## config.mk

```make
export PLATFORM = sky130hd
export DESIGN_NAME = si2d_back
export DESIGN_NICKNAME = d
export VERILOG_FILES = /design/src/rtl/si2d_pkg.sv /design/src/rtl/si2d_back.sv
export SDC_FILE = /design/constraint.sdc
export NUM_CORES = 2
export LEC_CHECK = 0
export ABC_AREA = 1
export ABC_CLOCK_PERIOD_IN_PS = 2300
export BUFFER_PORTS_ARGS = -buffer_cell sky130_fd_sc_hd__buf_2
export CORE_ASPECT_RATIO = 1.2
export CORE_MARGIN = 8
export CORE_UTILIZATION = 62
export CTS_CLUSTER_DIAMETER = 80
export DETAILED_ROUTE_END_ITERATION = 12
export GPL_ROUTABILITY_DRIVEN = 0
export PLACE_DENSITY = 0.88
export SETUP_SLACK_MARGIN = 0.5
export SYNTH_ARGS = -nofsm -noshare
export SYNTH_HDL_FRONTEND = slang
export SYNTH_SLANG_ARGS = --single-unit
```

## constraint.sdc

```tcl
create_clock -name clk -period 2.3 [get_ports clk]
set_input_delay 0.345 -clock clk [delete_from_list [all_inputs] [get_ports clk]]
set_output_delay 0.345 -clock clk [all_outputs]
set_load 0.02 [all_outputs]
```

## src/rtl/si2d_pkg.sv

```systemverilog
`default_nettype none
// ---------------------------------------------------------------------------
// si2d_pkg
// Shared constants, result codes and pipeline control type for the 2-D
// segment intersection block.
// ---------------------------------------------------------------------------
package si2d_pkg;

	localparam int COORD_WIDTH_DEF = 32;
	localparam int FRAC_BITS_DEF   = 16;

	// result codes
	localparam logic [1:0] ST_NONE     = 2'd0;
	localparam logic [1:0] ST_HIT      = 2'd1;
	localparam logic [1:0] ST_COLINEAR = 2'd2;

	// control carried alongside each pipeline stage
	typedef struct packed {
		logic       valid;
		logic [1:0] status;
	} ctl_t;

endpackage
`default_nettype wire

```

## src/rtl/si2d_back.sv

```systemverilog
`default_nettype none
// ---------------------------------------------------------------------------
// si2d_back
// Interpolation of the crossing point from t and the output register.
// ---------------------------------------------------------------------------
module si2d_back #(
	parameter int CW = si2d_pkg::COORD_WIDTH_DEF,
	parameter int FB = si2d_pkg::FRAC_BITS_DEF,
	localparam int D  = CW + 1,
	localparam int LW = D + FB + 2,
	localparam int SW = 2 * CW + 2 * D
) (
	input  wire logic           clk,
	input  wire logic           arst_n,
	input  wire logic           en,
	input  wire si2d_pkg::ctl_t ctl_i,
	input  wire logic [FB:0]    qt_i,
	input  wire logic [FB:0]    qu_i,
	input  wire logic [SW-1:0]  side_i,
	output logic                valid,
	output logic [1:0]          status,
	output logic [CW-1:0]       cross_x,
	output logic [CW-1:0]       cross_z,
	output logic [FB:0]         t_frac,
	output logic [FB:0]         u_frac
);

	si2d_pkg::ctl_t       ctl_s1, ctl_s2;
	logic [CW-1:0]        p0x, p0z, p0x_s1, p0z_s1;
	logic signed [D-1:0]  a, d;
	logic signed [LW-1:0] px_s1, pz_s1, sx, sz;
	logic [FB:0]          qt_s1, qu_s1;
	logic                 hit;

	assign {p0x, p0z, a, d} = side_i;

	always_ff @(posedge clk or negedge arst_n) begin
		if (!arst_n) begin
			ctl_s1 <= '0;
			ctl_s2 <= '0;
		end else if (en) begin
			ctl_s1 <= ctl_i;
			ctl_s2 <= ctl_s1;
		end
	end

	// stage 1: delta times t
	always_ff @(posedge clk) begin
		if (en) begin
			px_s1  <= a * $signed({1'b0, qt_i});
			pz_s1  <= d * $signed({1'b0, qt_i});
			p0x_s1 <= p0x;
			p0z_s1 <= p0z;
			qt_s1  <= qt_i;
			qu_s1  <= qu_i;
		end
	end

	// stage 2: floor shift, add start point, clear unused fields
	assign sx  = px_s1 >>> FB;
	assign sz  = pz_s1 >>> FB;
	assign hit = (ctl_s1.status == si2d_pkg::ST_HIT);

	always_ff @(posedge clk) begin
		if (en) begin
			cross_x <= hit ? (p0x_s1 + sx[CW-1:0]) : '0;
			cross_z <= hit ? (p0z_s1 + sz[CW-1:0]) : '0;
			t_frac  <= hit ? qt_s1 : '0;
			u_frac  <= hit ? qu_s1 : '0;
		end
	end

	assign valid  = ctl_s2.valid;
	assign status = ctl_s2.status;

endmodule
`default_nettype wire

```

==> flow_results.xml, run 1 <==
<?xml version="1.0" encoding="UTF-8"?>
<metrics>
  <group name="status">
    <metric name="run_status" unit="">stopped before the end</metric>
    <metric name="failed_stage" unit="">global routing</metric>
    <metric name="halt_reason" unit="">[ERROR GRT-0232] Routing congestion too high. Check the congestion heatmap in the GUI.</metric>
  </group>
  <group name="synthesis">
    <metric name="synthCells" unit="">7007</metric>
    <metric name="synthMuxAreaShare" unit="%">0</metric>
    <metric name="postSynthAreaPerCell" unit="sq um">7.67</metric>
    <metric name="postSynth.topFlopCell" unit="">edfxtp_1</metric>
    <metric name="synthXorXnorAreaFrac" unit="%">0.668</metric>
    <metric name="synthArstFlopShare" unit="%">2.26</metric>
    <metric name="synth-adder-area-share" unit="%">44.9</metric>
    <metric name="synth-compound-area-share" unit="%">3.77</metric>
    <metric name="synth.yosys.seq_area_share" unit="%">14.8</metric>
    <metric name="synth_top_family_by_area" unit="">adder cells</metric>
    <metric name="synth-warning-count" unit="">0</metric>
    <metric name="synth-edff-count" unit="">260</metric>
    <metric name="synthDistinctLibCells" unit="">38</metric>
    <metric name="synth_simple_gate_area_share" unit="%">18.4</metric>
    <metric name="synthesis.nets" unit="">8489</metric>
    <metric name="synthesis.area" unit="sq mm">0.0537</metric>
    <metric name="synth-seq-cells" unit="">266</metric>
  </group>
  <group name="floorplanning">
    <metric name="initial_utilization" unit="%">62.4</metric>
    <metric name="dieHeight" unit="microns">339</metric>
    <metric name="design.portCount" unit="">271</metric>
    <metric name="floorplan.die.width" unit="microns">285</metric>
    <metric name="std_cell_rows" unit="">118</metric>
  </group>
  <group name="grt">
    <metric name="pin_count_of_the_biggest_net_entering_global_routing" unit="">65</metric>
    <metric name="grt_overflow" unit="">116</metric>
    <metric name="globalRouteTotalUtil" unit="%">70.7</metric>
  </group>
  <group name="clock_network">
    <metric name="ctsRootBufferMaster" unit="">clkbuf_16</metric>
    <metric name="cts_made_buffers" unit="">25</metric>
    <metric name="clock_sinks" unit="">266</metric>
    <metric name="ctsHtreeMaxLevel" unit="">1</metric>
    <metric name="cts_buffer_depth" unit="">3</metric>
  </group>
  <group name="placed_design">
    <metric name="hpwl" unit="microns">133000</metric>
    <metric name="port_buffers" unit="">270</metric>
    <metric name="place_inst" unit="">8686</metric>
  </group>
  <group name="timing">
    <metric name="endpoint_type" unit="">register data pin</metric>
    <metric name="repair-timing-grt-worst-ep" unit="">px_s1[28]$_DFFE_PP_/D</metric>
  </group>
</metrics>
[cell families after synthesis]
family	count (synthesis)
flip-flops	266
AND/OR/NAND/NOR	2521
AO/OA/AOI/OAI	375
buffers and inverters	2492
adder cells (fa/ha/maj)	1312
XOR/XNOR	41
[cells in the mapped netlist (2+ instances only)]
library cell	number	area, sq um
a21o_1	19	143
a21oi_1	208	1040
a31oi_1	2	12.5
and2_1	2	12.5
and3_1	3	18.8
buf_1	43	161
buf_2	5	25.0
clkbuf_1	212	796
dfrtp_1	6	150
edfxtp_1	260	7810
fa_1	1030	20600
ha_1	282	3530
inv_1	2230	8370
inv_2	2	7.51
nand2_1	1957	7350
nand2_2	12	75.1
nand2b_1	2	12.5
nand3_1	138	691
nand3_2	2	20.0
nand3b_1	2	15.0
nand4_1	27	169
nor2_1	342	1280
nor2_2	5	31.3
nor2_4	2	22.5
nor3_1	16	80.1
nor3_2	7	70.1
nor3b_2	3	37.5
o211ai_1	3	22.5
o21a_1	13	97.6
o21ai_0	98	490
o21ai_1	9	45.0
o21bai_1	20	150
xnor2_1	12	105
xor2_1	29	254
[metrics by stage]
| stage | setup TNS, ns | hold WS (ns) | setup slack [ns] | utilization, % | instance area (sq um) |
|---|---|---|---|---|---|
| after CTS | -166.29 | 0.0303 | -2.73 | 76.9 | 66200 |
| after detailed placement | -219.51 | 0.175 | -3.70 | 71.6 | 61600 |
| after global placement | -212.33 | 0.170 | -3.54 | 71.6 | 61600 |
| after floorplan | -176.84 | 0.0494 | -2.99 | - | 56300 |
[metal layers]
metal  overflow  GRT usage [%]
met1          8           68.4
met2         56           83.3
met3         16           66.0
met4         36           60.7
met5          0           53.1
[what timing repair did]
action | in CTS
endpoints found under the setup margin | 119
resized for setup | 482
endpoints found under the hold margin | 89
hold buffers | 84
setup buffers | 43
cloned | 26
pin swaps | 229
==> run 2, diff against run 1 <==
--- a/config.mk
+++ b/config.mk
@@ -8,14 +8,11 @@
 export ABC_AREA = 1
 export ABC_CLOCK_PERIOD_IN_PS = 2300
 export BUFFER_PORTS_ARGS = -buffer_cell sky130_fd_sc_hd__buf_2
-export CORE_ASPECT_RATIO = 1.2
 export CORE_MARGIN = 8
-export CORE_UTILIZATION = 62
-export CTS_CLUSTER_DIAMETER = 80
+export CORE_UTILIZATION = 40
 export DETAILED_ROUTE_END_ITERATION = 12
 export GPL_ROUTABILITY_DRIVEN = 0
-export PLACE_DENSITY = 0.88
-export SETUP_SLACK_MARGIN = 0.5
+export PLACE_DENSITY_LB_ADDON = 0.15
 export SYNTH_ARGS = -nofsm -noshare
 export SYNTH_HDL_FRONTEND = slang
 export SYNTH_SLANG_ARGS = --single-unit
==> run 2 against run 1 <==
- the flow now finishes, with violations (negative setup slack)
- synthesized area unchanged
- synthesized cell count unchanged
==> flow_results.xml, run 2 <==
<?xml version="1.0" encoding="UTF-8"?>
<metrics>
  <group name="min_path">
    <metric name="min_path_type" unit="">in2reg</metric>
    <metric name="worstHoldPathCells" unit="">1</metric>
    <metric name="hold_path_end" unit="">qt_s1[12]$_DFFE_PP_</metric>
    <metric name="worstHoldStart" unit="">qt_i[12]</metric>
  </group>
  <group name="synthesis">
    <metric name="synth_top_family_by_area" unit="">adder cells</metric>
    <metric name="synth.yosys.seq_area_share" unit="%">14.8</metric>
    <metric name="synthCells" unit="">7007</metric>
    <metric name="ys_top_cells_by_count" unit="">2230 x inv_1, 1957 x nand2_1, 1030 x fa_1, 342 x nor2_1, 282 x ha_1</metric>
    <metric name="synthesis.nets" unit="">8489</metric>
    <metric name="synth_top_area_share" unit="%">38.4</metric>
    <metric name="most_frequent_cell_after_synthesis" unit="">inv_1</metric>
    <metric name="synthesis.area" unit="sq mm">0.0537</metric>
    <metric name="synthMuxAreaShare" unit="%">0</metric>
    <metric name="synth-edff-count" unit="">260</metric>
    <metric name="yosys-top-cells-area" unit="">fa_1 38%, inv_1 16%, edfxtp_1 15%, nand2_1 14%, ha_1 6.6%</metric>
    <metric name="synth-warning-count" unit="">0</metric>
    <metric name="synth-seq-cells" unit="">266</metric>
    <metric name="synth-adder-area-share" unit="%">44.9</metric>
    <metric name="synth_simple_gate_area_share" unit="%">18.4</metric>
    <metric name="postSynthAreaPerCell" unit="sq um">7.67</metric>
    <metric name="synthArstFlopShare" unit="%">2.26</metric>
    <metric name="postSynth.topFlopCell" unit="">edfxtp_1</metric>
    <metric name="synth-compound-area-share" unit="%">3.77</metric>
    <metric name="synth_top_area_cell" unit="">fa_1</metric>
    <metric name="synthXorXnorAreaFrac" unit="%">0.668</metric>
    <metric name="synthDistinctLibCells" unit="">38</metric>
  </group>
  <group name="setup_path">
    <metric name="worst_setup_path_end_kind" unit="">register</metric>
    <metric name="worstReg2RegStart" unit="">px_s1[42]$_DFFE_PP_</metric>
    <metric name="critical_path.startpoint_type" unit="">input pin</metric>
    <metric name="rr_endpoint" unit="">cross_x[30]$_SDFFCE_PP0P_</metric>
    <metric name="timing.critical_path.from" unit="">qt_i[3]</metric>
    <metric name="timing.critical_path.fanout_max" unit="">7</metric>
    <metric name="worst_r2r_path_depth" unit="">8</metric>
    <metric name="r2r_slack" unit="ns">0.03</metric>
    <metric name="required" unit="ns">2.65</metric>
    <metric name="crit_type" unit="">in2reg</metric>
    <metric name="worst-endpoint-arrival" unit="ns">5.53</metric>
  </group>
  <group name="routing">
    <metric name="wire_per_inst" unit="microns">17.7</metric>
    <metric name="dr_total_vias" unit="">45628</metric>
    <metric name="post_drt_via_cell_ratio" unit="">4.72</metric>
    <metric name="drtIter0Drc" unit="">3041</metric>
    <metric name="drtAntennaViolNets" unit="">0</metric>
    <metric name="detailedRoute.firstPassIterationCount" unit="">6</metric>
    <metric name="drt_drc_violations_left" unit="">0</metric>
    <metric name="totalWireLength" unit="microns">171000</metric>
  </group>
  <group name="timing">
    <metric name="grt_setup_unrepaired" unit="">true</metric>
    <metric name="layout_min_cycle_time" unit="ns">5.18</metric>
    <metric name="timing.final.hold_violations" unit="">0</metric>
    <metric name="clock.fmax" unit="GHz">0.193</metric>
    <metric name="period_share" unit="%">225</metric>
    <metric name="report.final.setup_viol" unit="">64</metric>
    <metric name="worstMarginPinSlew" unit="ns">0.464</metric>
    <metric name="setup_ws" unit="ns">-2.88</metric>
    <metric name="setup-tns-final" unit="ns">-174.95</metric>
    <metric name="max-slew-margin-rel" unit="%">68.8</metric>
    <metric name="skew" unit="ns">0.0196</metric>
    <metric name="timing.final.max_slew_violations" unit="">0</metric>
  </group>
  <group name="grt">
    <metric name="first_global_vias" unit="">47289</metric>
    <metric name="grt_overflow" unit="">0</metric>
    <metric name="globalRouteTotalUtil" unit="%">22.9</metric>
    <metric name="use_met3" unit="%">3.06</metric>
    <metric name="grt.met2_usage" unit="%">35.8</metric>
    <metric name="pin_count_of_the_biggest_net_entering_global_routing" unit="">72</metric>
    <metric name="initial_antenna_violation_count" unit="">12</metric>
    <metric name="grt_pass1_wl" unit="microns">266000</metric>
    <metric name="globalRoute.busiestLayer" unit="">met2</metric>
    <metric name="globalRouteMet1Util" unit="%">34.0</metric>
  </group>
  <group name="run">
    <metric name="cap_viol_max_count" unit="">0</metric>
  </group>
  <group name="status">
    <metric name="run_status" unit="">finished, violations left</metric>
    <metric name="violations" unit="">negative setup slack</metric>
  </group>
  <group name="clock_network">
    <metric name="cts_made_buffers" unit="">29</metric>
    <metric name="ctsRootBufferMaster" unit="">clkbuf_16</metric>
    <metric name="ctsHtreeMaxLevel" unit="">1</metric>
    <metric name="clk_pin_slew" unit="ns">0.06</metric>
    <metric name="cts_tree" unit="">yes</metric>
    <metric name="cts_buffer_depth" unit="">3</metric>
    <metric name="clock_sinks" unit="">266</metric>
    <metric name="clock_insertion_delay_worst_skew" unit="ns">0.60</metric>
  </group>
  <group name="floorplanning">
    <metric name="floorplan.die.width" unit="microns">383</metric>
    <metric name="initial_utilization" unit="%">40.3</metric>
    <metric name="dieArea" unit="sq mm">0.146</metric>
    <metric name="design.portCount" unit="">271</metric>
    <metric name="std_cell_rows" unit="">134</metric>
    <metric name="placeableCoreArea" unit="sq mm">0.133</metric>
    <metric name="dieHeight" unit="microns">383</metric>
  </group>
  <group name="placed_design">
    <metric name="port_buffers" unit="">270</metric>
    <metric name="hpwl" unit="microns">135000</metric>
  </group>
  <group name="final_layout">
    <metric name="fill_cells" unit="">12572</metric>
    <metric name="layout.cells.most_common_list" unit="">2071 x inv_1, 1644 x nand2_1, 944 x fa_1</metric>
    <metric name="final_layout_size_suffix_gt1_share" unit="%">26.1</metric>
    <metric name="final_nets" unit="">9347</metric>
    <metric name="areaGrowthSynthToFinish" unit="%">31.7</metric>
    <metric name="final_common_cell" unit="">inv_1</metric>
  </group>
</metrics>
==> run 2: area by class of cell <==
| type | instances | area (sq um) | area share, % |
|---|---|---|---|
| multi-input cells | 4249 | 41300 | 58.3 |
| clock buffers | 31 | 733 | 1.04 |
| repair buffers | 1087 | 9900 | 14.0 |
| diodes | 9 | 22.5 | 0.0318 |
| well taps | 1768 | 2210 | 3.13 |
| inverters | 2232 | 8410 | 11.9 |
| clock inverters | 23 | 251 | 0.355 |
| flip-flops and latches | 266 | 7960 | 11.2 |
==> run 2: repair_timing <==
action / 4_1_cts / 5_1_grt
buffers inserted: 75 / 72
gates resized for setup: 541 / 600
endpoints found under the hold margin: 90 / 0
endpoints found under the setup margin: 64 / 87
cloned: 20 / 9
hold buffers: 85 / 0
pin swaps: 339 / 397
==> run 2: metrics by stage <==
stage | area, sq um | hold WS (ns) | util (%) | instances | setup slack, ns
after floorplan | 56300 | 0.0494 | - | 7007 | -2.99
after global placement | 62900 | 0.175 | 47.2 | 9360 | -3.63
after detailed placement | 62900 | 0.176 | 47.2 | 9360 | -3.65
after CTS | 68000 | 0.0194 | 50.9 | 9583 | -2.82
after global routing | 70700 | 0.0156 | 53.0 | 9660 | -2.99
final | 70800 | 0.0347 | 53.0 | 9665 | -2.88
==> run 2: metal layers <==
metal	vias to the layer above	share of wire (%)
li1	21552	-
met1	22428	46
met4	4	2.2
met5	-	0.019
met3	222	7.2
met2	1422	44
==> run 2: cells by family after synthesis <==
family	count (synthesis)
AOI/OAI and AO/OA	375
xor gates and xnor gates	41
adders and majority gates	1312
buffers and inverters	2492
DFF	266
and+or+nand+nor	2521
==> run 2: critical path, stage by stage <==
cell      delay [ns]
buf_12          0.11
buf_16          0.15
buf_12          0.16
nand2_4         0.06
inv_2           0.04
fa_1            0.57
inv_2           0.05
fa_2            0.54
fa_1            0.45
fa_1            0.53
inv_1           0.06
fa_1            0.51
inv_1           0.05
fa_1            0.50
inv_2           0.05
ha_4            0.33
nand2_4         0.09
nor2_4          0.18
nand2_2         0.09
o211ai_1        0.28
buf_4           0.19
nand2_2         0.05
nand4_1         0.07
nand2_1         0.07
==> run 2: how the worst max path moves through the flow <==
stage	depth (start not counted)	to	slack, ns
finish	24	px_s1[46]$_DFFE_PP_	-2.88
global placement	22	px_s1[41]$_DFFE_PP_	-3.63
floorplan	22	px_s1[47]$_DFFE_PP_	-2.99
CTS	27	pz_s1[35]$_DFFE_PP_	-2.82
detailed placement	23	px_s1[45]$_DFFE_PP_	-3.65
global route	27	pz_s1[35]$_DFFE_PP_	-2.99
Power of run 2 is not shown: default switching activity piles up to over one toggle a cycle in this logic, so the estimate is an artifact.
