[src/rtl/si2d_pkg.sv]
`default_nettype none
// ---------------------------------------------------------------------------
// si2d_pkg
// Shared constants, result codes and pipeline control type for the 2-D
// segment intersection block.
// ---------------------------------------------------------------------------
package si2d_pkg;

	localparam int COORD_WIDTH_DEF = 32;
	localparam int FRAC_BITS_DEF   = 16;

	// result codes
	localparam logic [1:0] ST_NONE     = 2'd0;
	localparam logic [1:0] ST_HIT      = 2'd1;
	localparam logic [1:0] ST_COLINEAR = 2'd2;

	// control carried alongside each pipeline stage
	typedef struct packed {
		logic       valid;
		logic [1:0] status;
	} ctl_t;

endpackage
`default_nettype wire

[src/rtl/si2d_div_step.sv]
`default_nettype none
// ---------------------------------------------------------------------------
// si2d_div_step
// One restoring-division stage: yields one quotient bit of t and of u
// against the shared determinant magnitude.
// ---------------------------------------------------------------------------
module si2d_div_step #(
	parameter int CW    = si2d_pkg::COORD_WIDTH_DEF,
	parameter int FB    = si2d_pkg::FRAC_BITS_DEF,
	parameter bit FIRST = 1'b0,
	localparam int D  = CW + 1,
	localparam int MW = 2 * D - 1,
	localparam int SW = 2 * CW + 2 * D
) (
	input  wire logic           clk,
	input  wire logic           arst_n,
	input  wire logic           en,
	input  wire si2d_pkg::ctl_t ctl_i,
	input  wire logic [MW-1:0]  den_i,
	input  wire logic [MW-1:0]  rem_t_i,
	input  wire logic [MW-1:0]  rem_u_i,
	input  wire logic [FB:0]    qt_i,
	input  wire logic [FB:0]    qu_i,
	input  wire logic [SW-1:0]  side_i,
	output si2d_pkg::ctl_t      ctl_o,
	output logic [MW-1:0]       den_o,
	output logic [MW-1:0]       rem_t_o,
	output logic [MW-1:0]       rem_u_o,
	output logic [FB:0]         qt_o,
	output logic [FB:0]         qu_o,
	output logic [SW-1:0]       side_o
);

	si2d_pkg::ctl_t ctl_q;
	logic [MW:0]    rt, ru, dt, du;
	logic           ge_t, ge_u;

	// partial remainders stay below den, so one shift fits in MW+1 bits
	assign rt   = FIRST ? {1'b0, rem_t_i} : {rem_t_i, 1'b0};
	assign ru   = FIRST ? {1'b0, rem_u_i} : {rem_u_i, 1'b0};
	assign ge_t = (rt >= {1'b0, den_i});
	assign ge_u = (ru >= {1'b0, den_i});
	assign dt   = ge_t ? (rt - {1'b0, den_i}) : rt;
	assign du   = ge_u ? (ru - {1'b0, den_i}) : ru;

	always_ff @(posedge clk or negedge arst_n) begin
		if (!arst_n) begin
			ctl_q <= '0;
		end else if (en) begin
			ctl_q <= ctl_i;
		end
	end

	always_ff @(posedge clk) begin
		if (en) begin
			den_o   <= den_i;
			rem_t_o <= dt[MW-1:0];
			rem_u_o <= du[MW-1:0];
			qt_o    <= {qt_i[FB-1:0], ge_t};
			qu_o    <= {qu_i[FB-1:0], ge_u};
			side_o  <= side_i;
		end
	end

	assign ctl_o = ctl_q;

endmodule
`default_nettype wire

[config.mk]
export PLATFORM = sky130hd
export DESIGN_NAME = si2d_div_step
export DESIGN_NICKNAME = d
export VERILOG_FILES = /design/src/rtl/si2d_pkg.sv /design/src/rtl/si2d_div_step.sv
export SDC_FILE = /design/constraint.sdc
export NUM_CORES = 1
export LEC_CHECK = 0
export ABC_AREA = 1
export BUFFER_PORTS_ARGS = -buffer_cell sky130_fd_sc_hd__buf_4
export CAP_MARGIN = 5
export CORE_AREA = 5 5 280 282
export DETAILED_ROUTE_END_ITERATION = 10
export DIE_AREA = 0 0 285 287
export PLACE_DENSITY = 0.51
export SLEW_MARGIN = 20
export SYNTH_ARGS = -nofsm -noshare
export SYNTH_HDL_FRONTEND = slang
export SYNTH_SLANG_ARGS = --single-unit
[constraint.sdc]
create_clock -name clk -period 0.96 [get_ports clk]
set_input_delay 0.144 -clock clk [delete_from_list [all_inputs] [get_ports clk]]
set_output_delay 0.144 -clock clk [all_outputs]
set_load 0.01 [all_outputs]
==> flow_metrics.env, run 1 <==
export IMPL_status="complete, but fails checks"
export IMPL_violations="setup timing"
export IMPL_routed_wl_microns=127000
export IMPL_grt_overflow_total=0
export IMPL_cts_max_level=2
export IMPL_drt_iter0_markers=2016
export IMPL_final_area_sq_um=42000
export IMPL_synth_ff_type="edfxtp_1"
export IMPL_fin_crit_ns=1.94
export IMPL_drv_cap=0
export IMPL_area_growth_pct=67.2
export IMPL_dr_pass1_iters=5
export IMPL_rows=101
export IMPL_drc_errors=0
export IMPL_path_buf_inv=3
export IMPL_nets=5652
export IMPL_worstHoldPathCells=2
export IMPL_fp_dieH_microns=287
export IMPL_synthTopCellsByCount="1597 x nand2_1, 728 x inv_1, 359 x edfxtp_1"
export IMPL_reg2regPathDepth=1
export IMPL_synthCells=3526
export IMPL_clockBufferDepth=3
export IMPL_crit_required_ns=1.31
export IMPL_port_buffers=724
export IMPL_finClkSkew_ns=0
export IMPL_critPathCaptureType="register"
export IMPL_yosys_top_cells_area="edfxtp_1 43%, nand2_1 24%, inv_1 11%, ha_1 6.5%, nor2_1 3.2%"
export IMPL_clk_pin_slew_ns=0.06
export IMPL_rr_endpoint="ctl_o[2]$_DFFE_PN0P_"
export IMPL_cts_tree="yes"
export IMPL_yosysWarnings=0
export IMPL_syn_avg_cell_area_sq_um=7.12
export IMPL_drive_gt1_frac=0.298
export IMPL_die_area_sq_um=81800
export IMPL_synth_fp_nets=4023
export IMPL_peakVddDrop_mv=1.13
export IMPL_place_congestion=0.963
export IMPL_cpPeakStageDelay_ns=0.41
export IMPL_switchingPower_mw=18.6
export IMPL_vias=27800
export IMPL_setup_viol=494
export IMPL_synth_cell_type_count=33
export IMPL_maxSlewHeadroom=0.688
export IMPL_cts_sinks=362
export IMPL_wl_per_cell_microns=20.5
export IMPL_synth_edf_count=359
export IMPL_critPathArrivalTime_ns=2.29
export IMPL_track_usage=0.297
export IMPL_ant_nets=0
export IMPL_clk_insertion_delay_late_ns=0.58
export IMPL_yosys_area_top_type="edfxtp_1"
export IMPL_path_class="in2reg"
export IMPL_intPower_mw=38.2
export IMPL_crit_path_frequent_cell="nand2_1"
export IMPL_grt_pass1_wl_microns=179000
export IMPL_ys_seq_area_frac=0.432
export IMPL_path_delay_family="simple AND/OR/NAND/NOR gates"
export IMPL_setup_ws_ns=-0.980
export IMPL_p_clk_frac=0.293
export IMPL_cp_max_fo=3
export IMPL_vias_per_cell=4.51
export IMPL_min_to="rem_u_o[16]$_DFFE_PP_"
export IMPL_rsz0062_at_grt="yes"
export IMPL_antenna_found_initial=11
export IMPL_r2r_setup_slack_ns=0.20
export IMPL_placed_area_sq_um=36400
export IMPL_synth_top_area_share=0.429
export IMPL_powerDensity_nw_per_um2=1350
export IMPL_p_leak_nw=22.1
export IMPL_period_share=2.02
export IMPL_tightest_slew_ns=0.469
export IMPL_ys_ff_latch=362
export IMPL_io_pins=727
export IMPL_hold_path_startpoint="en"
export IMPL_hold_class="in2reg"
export IMPL_hpwl_microns=107000
export IMPL_start_kind="primary input"
export IMPL_clock_fmax_ghz=0.516
export IMPL_grt_max_degree=36
export IMPL_slew_violations=0
export IMPL_synthArstFlopShare=0.00829
export IMPL_fp_coreArea_sq_um=75400
export IMPL_grt_pass1_vias=27600
export IMPL_swShare=0.327
export IMPL_start_util=0.333
export IMPL_syn_cell_area_sq_um=25100
export IMPL_hold_viol_final=0
export IMPL_fillers=7324
export IMPL_die_w_microns=285
export IMPL_slowest_stage="ha_1"
export IMPL_path_cells="buf_4 > clkinvlp_4 > ha_1 > nand2_1 > nor2_2 > nand2_1 > nor2_1 > buf_4 > nand3_1 > nand2_1 > nand2_1 > nand3_1 > nand2_1"
export IMPL_cts_buffers=44
export IMPL_regToRegStartpoint="ctl_o[2]$_DFFE_PN0P_"
export IMPL_finalSetupTns_ns=-229.34
export IMPL_cts_root_buf="clkbuf_16"
export IMPL_p_seq_frac=0.356
export IMPL_p_comb_frac=0.352
export IMPL_synth_most_common_cell="nand2_1"
[layout make-up]
cell class | instances | area, sq um | share of cell area
timing repair buffer | 1609 | 13500 | 0.321
multi-input combinational | 2384 | 12100 | 0.289
sequential | 362 | 10900 | 0.259
inverter | 754 | 2880 | 0.0685
tap | 978 | 1220 | 0.0291
clock buffer | 51 | 1150 | 0.0274
clock inverter | 29 | 258 | 0.00614
antenna | 6 | 15.0 | 0.000358
[sequential cells by signal, indices dropped and copies added (netlist names)]
| name | count |
|---|---|
| qu_o | 17 |
| side_o | 130 |
| rem_t_o | 65 |
| ctl_o | 3 |
| rem_u_o | 65 |
| den_o | 65 |
| qt_o | 17 |
[placed cells by master (no fill, tap or decap), types with 9 or more instances in the layout]
| cell type | n |
|---|---|
| nand2_2 | 31 |
| ha_4 | 49 |
| buf_4 | 1181 |
| nand3_2 | 29 |
| dlygate4sd3_1 | 360 |
| clkinvlp_4 | 13 |
| buf_12 | 29 |
| clkbuf_16 | 45 |
| o21ai_0 | 9 |
| edfxtp_1 | 359 |
| nand3_1 | 128 |
| clkinv_2 | 9 |
| inv_1 | 716 |
| nand2_1 | 1566 |
| buf_6 | 38 |
| ha_1 | 77 |
| a21oi_1 | 84 |
| nand4_1 | 9 |
| xor2_1 | 60 |
| nor2_1 | 182 |
| nor2_2 | 54 |
| nor3_1 | 12 |
| nand3b_1 | 28 |
| clkinv_1 | 14 |
| inv_2 | 21 |
[power groups by stage]
stage	Sequential [mW]	Combinational (mW)	Clock [mW]
after floorplan	21.1	7.10	0
after global placement	20.4	18.3	0
after detailed placement	20.4	18.3	0
after CTS	20.2	19.7	17.0
after global routing	20.3	21.6	17.7
final	20.2	20.0	16.6
[metal layers]
layer / track usage / share of wire / vias up
li1: - / - / 14000
met1: 0.373 / 0.42 / 12800
met2: 0.518 / 0.48 / 809
met3: 0.0523 / 0.060 / 165
met4: 0.0988 / 0.038 / 6
met5: 0 / 0.00018 / -
[per-stage QoR]
stage	total power [mW]	std cells	setup WS (ns)	hold slack, ns	util
after global routing	59.6	6170	-1.09	0.00631	0.556
after floorplan	28.2	3526	-0.940	-0.152	-
after detailed placement	38.8	5725	-1.65	-0.0609	0.483
after global placement	38.7	5725	-1.63	-0.0625	0.483
after CTS	56.9	6165	-0.971	0.00209	0.552
final	56.8	6173	-0.980	0.0232	0.557
[logic make-up (layout without fill, tap and decap cells)]
group           after synthesis  in the layout  share of synthesized area
buf+inv                     780           2443                      0.121
mux                           3              3                    0.00134
other cells                   0              6                          0
fa+ha+maj                   132            132                     0.0664
flops                       362            362                      0.432
xor+xnor                     60             60                     0.0209
simple gates               2083           2083                      0.337
compound gates              106            106                     0.0215
[how the worst max path moves through the flow]
stage | from | to | slack (ns) | depth (start not counted)
2_1_floorplan | den_i[9] | rem_u_o[59]$_DFFE_PP_ | -0.94 | 18
3_3_place_gp | den_i[36] | rem_u_o[49]$_DFFE_PP_ | -1.63 | 13
3_5_place_dp | den_i[53] | rem_u_o[37]$_DFFE_PP_ | -1.65 | 16
4_1_cts | den_i[53] | rem_u_o[51]$_DFFE_PP_ | -0.97 | 17
5_1_grt | den_i[36] | rem_t_o[46]$_DFFE_PP_ | -1.09 | 16
6_report | den_i[36] | rem_u_o[49]$_DFFE_PP_ | -0.98 | 13
[timing repair]
| action | CTS | global route |
|---|---|---|
| endpoints found under the hold margin | 362 | 0 |
| pin swaps | 0 | 2 |
| buffers inserted | 0 | 2 |
| endpoints found under the setup margin | 494 | 494 |
| gates resized for setup | 47 | 73 |
| hold buffers | 360 | 0 |
No activity file was read; power rests on OpenSTA's default activity.
==> inputs of run 2 (changes only) <==
--- a/config.mk
+++ b/config.mk
@@ -5,13 +5,12 @@
 export SDC_FILE = /design/constraint.sdc
 export NUM_CORES = 1
 export LEC_CHECK = 0
-export ABC_AREA = 1
 export BUFFER_PORTS_ARGS = -buffer_cell sky130_fd_sc_hd__buf_4
 export CAP_MARGIN = 5
-export CORE_AREA = 5 5 280 282
+export CORE_AREA = 5 5 276 278
 export DETAILED_ROUTE_END_ITERATION = 10
-export DIE_AREA = 0 0 285 287
-export PLACE_DENSITY = 0.51
+export DIE_AREA = 0 0 281 283
+export PLACE_DENSITY = 0.46
 export SLEW_MARGIN = 20
 export SYNTH_ARGS = -nofsm -noshare
 export SYNTH_HDL_FRONTEND = slang
==> run 2 against run 1 <==
Compared with the run above: the flow still finishes with violations (setup timing); via count decreased by 20%; combinational power grew 11%; hold slack better by 0.043 ns; global-route usage fell by 3.9 points; core utilization rose by 0.78 points; cell area fell by 0.94%; critical path type unchanged; critical endpoint is now rem_u_o[8]$_DFFE_PP_; largest power group is now combinational logic.
==> flow_metrics.env, run 2 <==
export IMPL_swShare=0.305
export IMPL_rsz0062_at_grt="yes"
export IMPL_slew_violations=0
export IMPL_drt_iter0_markers=1226
export IMPL_largest_reg_flops=130
export IMPL_finalSetupTns_ns=-340.48
export IMPL_synth_ff_type="edfxtp_1"
export IMPL_p_comb_frac=0.373
export IMPL_setup_ws_ns=-1.84
export IMPL_peakVddDrop_mv=1.25
export IMPL_wl_per_cell_microns=23.3
export IMPL_syn_avg_cell_area_sq_um=11.1
export IMPL_synthArstFlopShare=0.00829
export IMPL_period_share=2.92
export IMPL_place_congestion=0.893
export IMPL_placed_cells=4127
export IMPL_synth_cell_type_count=74
export IMPL_status="complete, but fails checks"
export IMPL_maxSlewHeadroom=0.564
export IMPL_cp_max_fo=5
export IMPL_grt_pass1_wl_microns=155000
export IMPL_die_area_sq_um=79500
export IMPL_top_register="side_o"
export IMPL_grt_util_met1=0.301
export IMPL_synth_fp_nets=2340
export IMPL_ys_ff_latch=362
export IMPL_finClkSkew_ns=0
export IMPL_grt_max_degree=27
export IMPL_cts_tree="yes"
export IMPL_critPathArrivalTime_ns=3.16
export IMPL_clk_insertion_delay_late_ns=0.59
export IMPL_fp_dieH_microns=283
export IMPL_final_core_util=0.564
export IMPL_hold_viol_final=0
export IMPL_setup_viol=494
export IMPL_final_cell_mix="1012 x buf_4, 388 x buf_6, 361 x dlygate4sd3_1"
export IMPL_placed_area_sq_um=32300
export IMPL_clk_pin_slew_ns=0.06
export IMPL_p_leak_nw=18.3
export IMPL_crit_required_ns=1.31
export IMPL_drv_cap=0
export IMPL_synth_top_area_share=0.526
export IMPL_layout_cells_non_filler=4639
export IMPL_powerDensity_nw_per_um2=1420
export IMPL_clockBufferDepth=3
export IMPL_grt_util_met2=0.467
export IMPL_start_util=0.278
export IMPL_synth_most_common_cell="edfxtp_1"
export IMPL_yosys_top_cells_area="edfxtp_1 53%, ha_1 7.9%, a21oi_1 3.5%, nand2_1 3.4%, o21ai_0 3.3%"
export IMPL_grt_met3_usage=0.0518
export IMPL_reg2regPathDepth=2
export IMPL_cts_root_buf="clkbuf_16"
export IMPL_track_usage=0.257
export IMPL_yosysWarnings=0
export IMPL_critPathCaptureType="register"
export IMPL_total_power_mw=59.2
export IMPL_tightest_slew_ns=0.647
export IMPL_fin_crit_ns=2.80
export IMPL_vias_per_cell=4.77
export IMPL_vias=22100
export IMPL_hold_class="in2reg"
export IMPL_cts_max_level=2
export IMPL_worstHoldPathCells=2
export IMPL_area_growth_pct=103
export IMPL_die_w_microns=281
export IMPL_fp_coreArea_sq_um=73700
export IMPL_grt_overflow_total=0
export IMPL_switchingPower_mw=18.0
export IMPL_synthCells=1843
export IMPL_rows=100
export IMPL_p_clk_frac=0.280
export IMPL_final_common_cell="buf_4"
export IMPL_clock_fmax_ghz=0.357
export IMPL_path_class="in2reg"
export IMPL_grt_pass1_vias=23700
export IMPL_routed_wl_microns=108000
export IMPL_p_seq_frac=0.347
export IMPL_nets=4125
export IMPL_ys_seq_area_frac=0.530
export IMPL_dr_pass1_iters=5
export IMPL_drc_errors=0
export IMPL_ant_nets=0
export IMPL_final_area_sq_um=41600
export IMPL_synthTopCellsByCount="359 x edfxtp_1, 183 x nand2_1, 144 x a21oi_1"
export IMPL_syn_cell_area_sq_um=20500
export IMPL_intPower_mw=41.2
export IMPL_drive_gt1_frac=0.518
export IMPL_yosys_area_top_type="edfxtp_1"
export IMPL_violations="setup timing"
export IMPL_port_buffers=724
export IMPL_io_pins=727
export IMPL_cts_sinks=362
export IMPL_top_usage_layer="met2"
export IMPL_cts_buffers=45
export IMPL_synth_edf_count=359
export IMPL_hpwl_microns=83500
export IMPL_start_kind="primary input"
export IMPL_antenna_found_initial=10
==> run 2: worst max-delay path: stages <==
cell and delay (ns):
buf_4 0.10, inv_4 0.04, buf_6 0.11, ha_4 0.26, nand4_1 0.25, nor4_4 0.41, o311ai_2 0.19, nand4_1 0.21
o311a_4 0.25, o21ai_4 0.07, o221a_4 0.25, o211a_4 0.30, buf_12 0.15, buf_16 0.13, buf_6 0.12, a21o_1 0.16
==> run 2: power by group through the flow <==
stage	Sequential, mW	Clock [mW]	Combinational, mW
5_1_grt	20.7	17.6	23.4
2_1_floorplan	21.3	0	6.02
3_5_place_dp	20.5	0	17.1
6_report	20.6	16.6	22.1
3_3_place_gp	20.5	0	17.0
4_1_cts	20.5	17.0	21.1
==> run 2: kinds of logic (layout without fill, tap and decap cells) <==
family / count (synthesis) / count (layout) / share of synthesized area
other: 0 / 7 / 0
AOI/OAI and AO/OA: 513 / 514 / 0.158
muxes: 75 / 75 / 0.0411
buffers and inverters: 182 / 2001 / 0.0358
adders and majority gates: 132 / 132 / 0.0813
xor gates and xnor gates: 116 / 116 / 0.0496
DFF: 362 / 362 / 0.530
and+or+nand+nor: 463 / 463 / 0.105
==> run 2: what timing repair did <==
action | in CTS | in global routing
endpoints found under the hold margin | 362 | 1
buffers inserted | 40 | 17
pin swaps | 64 | 77
resized for setup | 605 | 268
cloned | 16 | 2
hold buffers | 360 | 1
endpoints found under the setup margin | 494 | 494
==> run 2: through the flow <==
step,setup WS (ns),hold WS (ns)
CTS,-1.82,-0.261
global placement,-2.91,-0.0673
detailed placement,-2.96,-0.0650
finish,-1.84,0.0665
floorplan,-2.34,-0.152
global route,-1.87,0.0525
==> run 2: metal layers <==
| layer | part of all wire | up-vias |
|---|---|---|
| met5 | 0.00045 | - |
| met4 | 0.039 | 8 |
| met3 | 0.055 | 146 |
| met2 | 0.51 | 689 |
| met1 | 0.40 | 10800 |
| li1 | - | 10500 |
==> run 2: worst paths after layout <==
path / slack [ns] / end / start
worst max-delay path: -1.84 / rem_u_o[8]$_DFFE_PP_ / den_i[20]
worst min-delay path: 0.07 / den_o[61]$_DFFE_PP_ / en
worst max register to register: 0.05 / ctl_o[2]$_DFFE_PN0P_ / ctl_o[2]$_DFFE_PN0P_
worst min register to register: 0.56 / ctl_o[0]$_DFFE_PN0P_ / ctl_o[0]$_DFFE_PN0P_
max in group asynchronous: 0.32 / ctl_o[2]$_DFFE_PN0P_ / arst_n
min in group asynchronous: 0.49 / ctl_o[0]$_DFFE_PN0P_ / arst_n
==> run 2: final cells by class <==
cell class / count / area [sq um]
clock buffer: 54 / 1180
multi-input combinational: 1300 / 11000
tap: 969 / 1210
inverter: 104 / 440
clock inverter: 28 / 219
sequential: 362 / 10900
fill: 6371 / 32100
antenna: 7 / 17.5
timing repair buffer: 1815 / 16700
